## src/rtl/r2fft_pkg.sv

```systemverilog
package r2fft_pkg;

  // Configuration register indexes.
  localparam logic CFG_POINTS_LOG2 = 1'b0;
  localparam logic CFG_INVERSE     = 1'b1;

  localparam logic [3:0] POINTS_LOG2_RESET = 4'd10;

  // Pi in Q62.
  localparam logic [63:0] PI_Q62 = 64'hC90FDAA22168C234;

  typedef enum logic [1:0] {
    WR_SAMPLE,
    WR_TOP,
    WR_BOT
  } wr_src_t;

  typedef struct packed {
    logic    wr_en;
    wr_src_t wr_src;
    logic    rd_en;
    logic    tw_load;
    logic    mul_load;
    logic    sum_load;
    logic    out_load;
    logic    inverse;
  } cmd_t;

  // Quarter-wave cosine entry k of a table with 2^lmax steps per quarter,
  // Taylor series in Q30, rounded half up to twf fraction bits, saturated.
  function automatic longint cos_q(input int k, input int lmax, input int twf);
    logic [63:0]  x;
    logic [63:0]  x2;
    logic [63:0]  u;
    logic [127:0] prod;
    longint       c;
    longint       r;
    longint       maxv;
    int           n;
    prod = 128'(PI_Q62 >> (lmax + 1)) * 128'(k);
    x    = prod[63:0] >> 32;
    prod = 128'(x) * 128'(x);
    x2   = prod[63:0] >> 30;
    u    = 64'd1 << 30;
    c    = longint'(1) << 30;
    n    = 0;
    maxv = (longint'(1) << twf) - 1;
    for (int i = 0; i < 24; i++) begin
      if (u != 64'd0) begin
        prod = 128'(u) * 128'(x2);
        u = (prod[63:0] >> 30) / 64'((2 * n + 1) * (2 * n + 2));
        n++;
        if ((n % 2) == 1) c = c - longint'(u);
        else c = c + longint'(u);
      end
    end
    if (c < 0) c = 0;
    if (twf < 30) r = (c + (longint'(1) << (29 - twf))) >>> (30 - twf);
    else if (twf == 30) r = c;
    else r = c * 2;
    if (r > maxv) r = maxv;
    return r;
  endfunction

endpackage

```

## src/rtl/r2fft_ctrl.sv

```systemverilog
module r2fft_ctrl #(
  parameter int LOG2_MAX_POINTS = 10
) (
  input  logic                       clk,
  input  logic                       rst,
  input  logic                       cfg_we,
  input  logic                       cfg_index,
  input  logic [3:0]                 cfg_data,
  input  logic                       in_valid,
  output logic                       in_ready,
  input  logic                       in_cmd,
  input  logic [LOG2_MAX_POINTS-1:0] in_index,
  input  logic                       in_last,
  output logic                       out_valid,
  input  logic                       out_ready,
  output r2fft_pkg::cmd_t            cmd,
  output logic [LOG2_MAX_POINTS-1:0] rd_addr_a,
  output logic [LOG2_MAX_POINTS-1:0] rd_addr_b,
  output logic [LOG2_MAX_POINTS-1:0] wr_addr,
  output logic [LOG2_MAX_POINTS:0]   tw_ix
);

  localparam int L  = LOG2_MAX_POINTS;
  localparam int SW = $clog2(L + 1);

  typedef enum logic [2:0] {
    IDLE, RD_WAIT, BF_TW, BF_RD, BF_MUL, BF_SUM, BF_WTOP, BF_WBOT
  } state_t;

  state_t        state;
  logic [3:0]    points_log2;
  logic          inverse;
  logic [SW-1:0] n_lim;
  logic [SW-1:0] stage;
  logic [L-1:0]  bfly;
  logic [L:0]    top;
  logic [L:0]    half;
  logic [L:0]    size;
  logic [L:0]    bot;
  logic [L+1:0]  top_next;
  logic [L:0]    bfly_next;
  logic [SW-1:0] n_eff;
  logic          accept;

  assign half      = (L + 1)'(1) << (stage - SW'(1));
  assign size      = (L + 1)'(1) << n_lim;
  assign bot       = top + half;
  assign top_next  = (L + 2)'(top) + ((L + 2)'(half) << 1);
  assign bfly_next = (L + 1)'(bfly) + (L + 1)'(1);
  assign in_ready  = !rst && (state == IDLE) && (!out_valid || out_ready);
  assign accept    = in_valid && in_ready;

  // Clamp the configured size into the supported range.
  always_comb begin
    if (points_log2 == 4'd0) n_eff = SW'(1);
    else if (int'(points_log2) > L) n_eff = SW'(L);
    else n_eff = SW'(points_log2);
  end

  always_comb begin
    cmd         = '0;
    cmd.inverse = inverse;
    cmd.wr_src  = r2fft_pkg::WR_SAMPLE;
    rd_addr_a   = top[L-1:0];
    rd_addr_b   = bot[L-1:0];
    wr_addr     = top[L-1:0];
    tw_ix       = (L + 1)'(bfly) << (L + 2 - int'(stage));
    case (state)
      IDLE: begin
        if (accept) begin
          if (in_cmd) begin
            cmd.rd_en = 1'b1;
            rd_addr_a = in_index;
          end else begin
            cmd.wr_en = 1'b1;
            wr_addr   = in_index;
          end
        end
      end
      RD_WAIT: cmd.out_load = 1'b1;
      BF_TW:   cmd.tw_load = 1'b1;
      BF_RD:   cmd.rd_en = 1'b1;
      BF_MUL:  cmd.mul_load = 1'b1;
      BF_SUM:  cmd.sum_load = 1'b1;
      BF_WTOP: begin
        cmd.wr_en  = 1'b1;
        cmd.wr_src = r2fft_pkg::WR_TOP;
      end
      BF_WBOT: begin
        cmd.wr_en  = 1'b1;
        cmd.wr_src = r2fft_pkg::WR_BOT;
        wr_addr    = bot[L-1:0];
      end
      default: ;
    endcase
  end

  always_ff @(posedge clk) begin
    if (rst) begin
      state       <= IDLE;
      out_valid   <= 1'b0;
      points_log2 <= r2fft_pkg::POINTS_LOG2_RESET;
      inverse     <= 1'b0;
      n_lim       <= '0;
      stage       <= '0;
      bfly        <= '0;
      top         <= '0;
    end else begin
      if (cfg_we) begin
        case (cfg_index)
          r2fft_pkg::CFG_POINTS_LOG2: points_log2 <= cfg_data;
          r2fft_pkg::CFG_INVERSE:     inverse <= cfg_data[0];
          default: ;
        endcase
      end
      if (out_valid && out_ready) out_valid <= 1'b0;
      case (state)
        IDLE: begin
          if (accept) begin
            if (in_cmd) begin
              state <= RD_WAIT;
            end else if (in_last) begin
              n_lim <= n_eff;
              stage <= SW'(1);
              bfly  <= '0;
              top   <= '0;
              state <= BF_TW;
            end
          end
        end
        RD_WAIT: begin
          out_valid <= 1'b1;
          state     <= IDLE;
        end
        BF_TW:   state <= BF_RD;
        BF_RD:   state <= BF_MUL;
        BF_MUL:  state <= BF_SUM;
        BF_SUM:  state <= BF_WTOP;
        BF_WTOP: state <= BF_WBOT;
        BF_WBOT: begin
          if (top_next < (L + 2)'(size)) begin
            top   <= top_next[L:0];
            state <= BF_RD;
          end else if (bfly_next < half) begin
            bfly  <= bfly_next[L-1:0];
            top   <= bfly_next;
            state <= BF_TW;
          end else if (stage < n_lim) begin
            stage <= stage + SW'(1);
            bfly  <= '0;
            top   <= '0;
            state <= BF_TW;
          end else begin
            stage <= '0;
            bfly  <= '0;
            top   <= '0;
            state <= IDLE;
          end
        end
        default: state <= IDLE;
      endcase
    end
  end

endmodule

```

## config.mk

```make
export PLATFORM = sky130hd
export DESIGN_NAME = r2fft_ctrl
export DESIGN_NICKNAME = d
export VERILOG_FILES = /design/src/rtl/r2fft_pkg.sv /design/src/rtl/r2fft_ctrl.sv
export SDC_FILE = /design/constraint.sdc
export NUM_CORES = 1
export LEC_CHECK = 0
export BUFFER_PORTS_ARGS = -buffer_cell sky130_fd_sc_hd__buf_4
export CORE_MARGIN = 1
export CORE_UTILIZATION = 40
export CTS_CLUSTER_SIZE = 12
export DETAILED_ROUTE_END_ITERATION = 12
export GPL_TIMING_DRIVEN = 0
export PLACE_DENSITY_LB_ADDON = 0.05
export SLEW_MARGIN = 15
export SYNTH_ARGS = -nofsm -noshare
export SYNTH_HDL_FRONTEND = slang
export SYNTH_SLANG_ARGS = --single-unit
```

## constraint.sdc

```tcl
create_clock -name clk -period 6 [get_ports clk]
set_input_delay 0 -clock clk [delete_from_list [all_inputs] [get_ports clk]]
set_output_delay 0 -clock clk [all_outputs]
set_load 0.03 [all_outputs]
```

==> results.md <==
* RSZ-0062 raised after global routing: no
* Start point of the critical path: stage[0]
* FMAX at 179 MHz
* Port Buffers at 72
* WL/cell at between 15 and 20 um
* Max-slew violation count at 0
* R2r startpoint: stage[0]
* Synth Area per Inst at 7.35 um2
* Layout Utilization at 49.6%
* CP arrival at 5820 ps
* Rel. slew slack at 49.3%
* Largest net degree at the start of global routing at 19
* Sequential area share after synthesis at 16.9%
* CTS root buffer: clkbuf_8
* EDFF count, synth at 0
* Cells after Synth at between 600 and 700
* Tmin final at between 5000 and 6000 ps
* CP startpoint kind: register
* Post-synth top area share at 16.9%
* Post-synthesis cell area at 0.00450 mm2
* Global route overflow at 0
* Diodes inserted at 0
* Starting DRT DRC Count at 357
* Number of global-route vias before repair at 4,536
* Biggest area consumer among synthesized cells: dfxtp_1
* Core region area at 0.0109 mm2
* Area occupied by multi-input gates at 0.00347 mm2
* CP endpoint kind: register
* Final ANT Viol Nets at 0
* Drt pass-1 iters at 4
* Routed wire length at 14.6 mm
* Lkg Pwr at 2.37 nW
* Max VDD drop at 0.000114 V
* Hold WC Path Type: in2reg
* Sequential cell area at 763 um2
* Ys async rst share at 0%
* Clock Skew at between 10 and 15 ps
* Via count at 4,843
* Clock buffer depth at 2
* Critical Path RT at 6230 ps
* Initial antenna violation count at 0
* Hold wc startpoint: out_ready
* Main synth FF type: dfxtp_1
* Yosys cell types at 76
* Fill cells at 1,122
* Reg clk slew, reported paths at around 90 ps
* Synth cell count leaders: nand2_1, nor2_1, a21oi_1
* Max stage delay cell, worst path: dfxtp_2
* Crit Path Category: reg2reg
* Die area at 0.0117 mm2
* Die height at around 110 um
* Worst Tran Pin Value at 760 ps
* YS warnings at 0
* Final nets at 767
* Fin crit share at 93.2%
* Initial cell density of the core at 41.3%
* Final Wtd Congestion at 0.918
* CP Max Fanout at 18
* GRT Total Usage at 26.2%
* Drc violations at 0
* First-pass GRT wire length at approximately 24 mm
* # IOs at 74
* Yosys reg bits at 38
* CTS tree: yes
* Outcome: finished, final reports clean
* Clk_lat worst skew at 300 ps
* Most frequent cell after synthesis: nand2_1
* Share of layout cells above drive strength 1 at 18.5%
* Die W at 108 um
* Max-cap violation count at 0
* Fin. Hold Viols at 0
* Vias per inst at 5.77
* Pwr/cell area at between 100 and 150 mW/mm2
* Syn Nets at 680
* TNS Setup at 0 ps
* Cell Rows at 38
* H-tree levels at 2
* CTS buffer count at 5
* Layout Area Growth over Synthesis at 20.2%
* Crit-path max cell delay at ~400 ps
* DP HPWL at 11.8 mm
* TritonCTS Sinks at 38
* Final setup fails at 0
* Synth area leaders: dfxtp_1, ha_1, nand2_1
[layout make-up]
type	instances	share of cell area (%)
plain buffers	30	2.66
clock inverters	2	0.185
flip-flops and latches	38	14.1
well taps	140	3.24
multi-input cells	506	64.3
clock buffers	5	1.27
inverters	36	2.50
repair buffers	82	11.7
[cells by family (layout without fill, tap and decap cells)]
kind of cell / Yosys count / count (layout) / synth area share, %
adder cells (fa/ha/maj): 50 / 50 / 13.7
flip-flops: 38 / 38 / 16.9
buffers and inverters: 68 / 155 / 6.23
multiplexers: 30 / 30 / 8.35
AND/OR/NAND/NOR: 240 / 240 / 25.4
AO/OA/AOI/OAI: 163 / 163 / 25.0
XOR/XNOR: 23 / 23 / 4.48
[stage by stage]
step | area (um2) | hold WS (ps) | setup slack [ps] | power (mW) | instances
floorplan | 4500 | 129 | 492 | 0.360 | 612
finish | 5400 | 27.9 | 411 | 0.584 | 839
detailed placement | 5210 | 225 | -611 | 0.411 | 824
global route | 5400 | 52.0 | 65.4 | 0.612 | 839
CTS | 5380 | 22.2 | 51.2 | 0.585 | 839
global placement | 5210 | 213 | -552 | 0.409 | 824
[power by group]
part | switching, mW | internal (mW) | total [mW]
clock network | 0.0948 | 0.0782 | 0.173
registers | 0.00430 | 0.257 | 0.262
logic | 0.0896 | 0.0595 | 0.149
total | 0.189 | 0.395 | 0.584
[critical path: cells and delay by family, from the launching register on]
family,cells,cell delay (ps)
AO/OA/AOI/OAI,10,2040
adder cells (fa/ha/maj),4,1120
AND/OR/NAND/NOR,6,930
buffers and inverters,4,790
flip-flops,1,400
multiplexers,1,240
[final timing paths]
check                    to  slack, ps  cells past startpoint
setup reg to reg   stage[2]        410                     25
setup / recovery   stage[2]        410                     25
hold / removal    out_valid         30                      3
hold reg to reg    n_lim[3]        480                      2
[cells in the final DEF, fill, tap and decap left out, types with 5 or more instances in the layout]
cell type,netlist,routed
a211oi_1,7,7
a21o_1,9,9
a21oi_1,50,49
a22oi_1,9,9
a31oi_1,5,5
and2_1,6,6
and2b_1,5,5
and3_1,6,6
buf_4,1,77
clkbuf_1,21,19
clkbuf_8,0,5
dfxtp_1,38,36
dlygate4sd3_1,0,7
ha_1,46,45
inv_1,34,34
mux2_2,11,11
mux2i_1,12,12
nand2_1,85,85
nand3_1,28,28
nand4_1,6,6
nor2_1,53,53
nor2b_1,8,8
nor3_1,16,16
o211ai_1,6,6
o21ai_0,17,17
o22ai_1,11,11
o31ai_1,5,5
or2_2,8,8
xnor2_1,17,17
xor2_1,6,6
[metal layers]
layer,vias up,wire (um),GRT usage [%]
met2,146,6700,43.2
met1,2283,6820,35.9
li1,2394,-,-
met4,0,318,7.73
met3,20,794,2.29
met5,-,0,0
[flip-flops by register name (all words and copies together) (netlist names)]
register	cells
bfly	10
inverse	1
n_lim	4
out_valid	1
points_log2	4
stage	4
state	3
top	11
[repair_timing]
action                                  4_1_cts  5_1_grt
pin swaps                                     2        3
gates resized for setup                       1        9
hold buffers                                  7        0
endpoints found under the hold margin         5        0
endpoints found under the setup margin       27       27
setup buffers                                 2        1
Power figures use the tool's default switching activity.
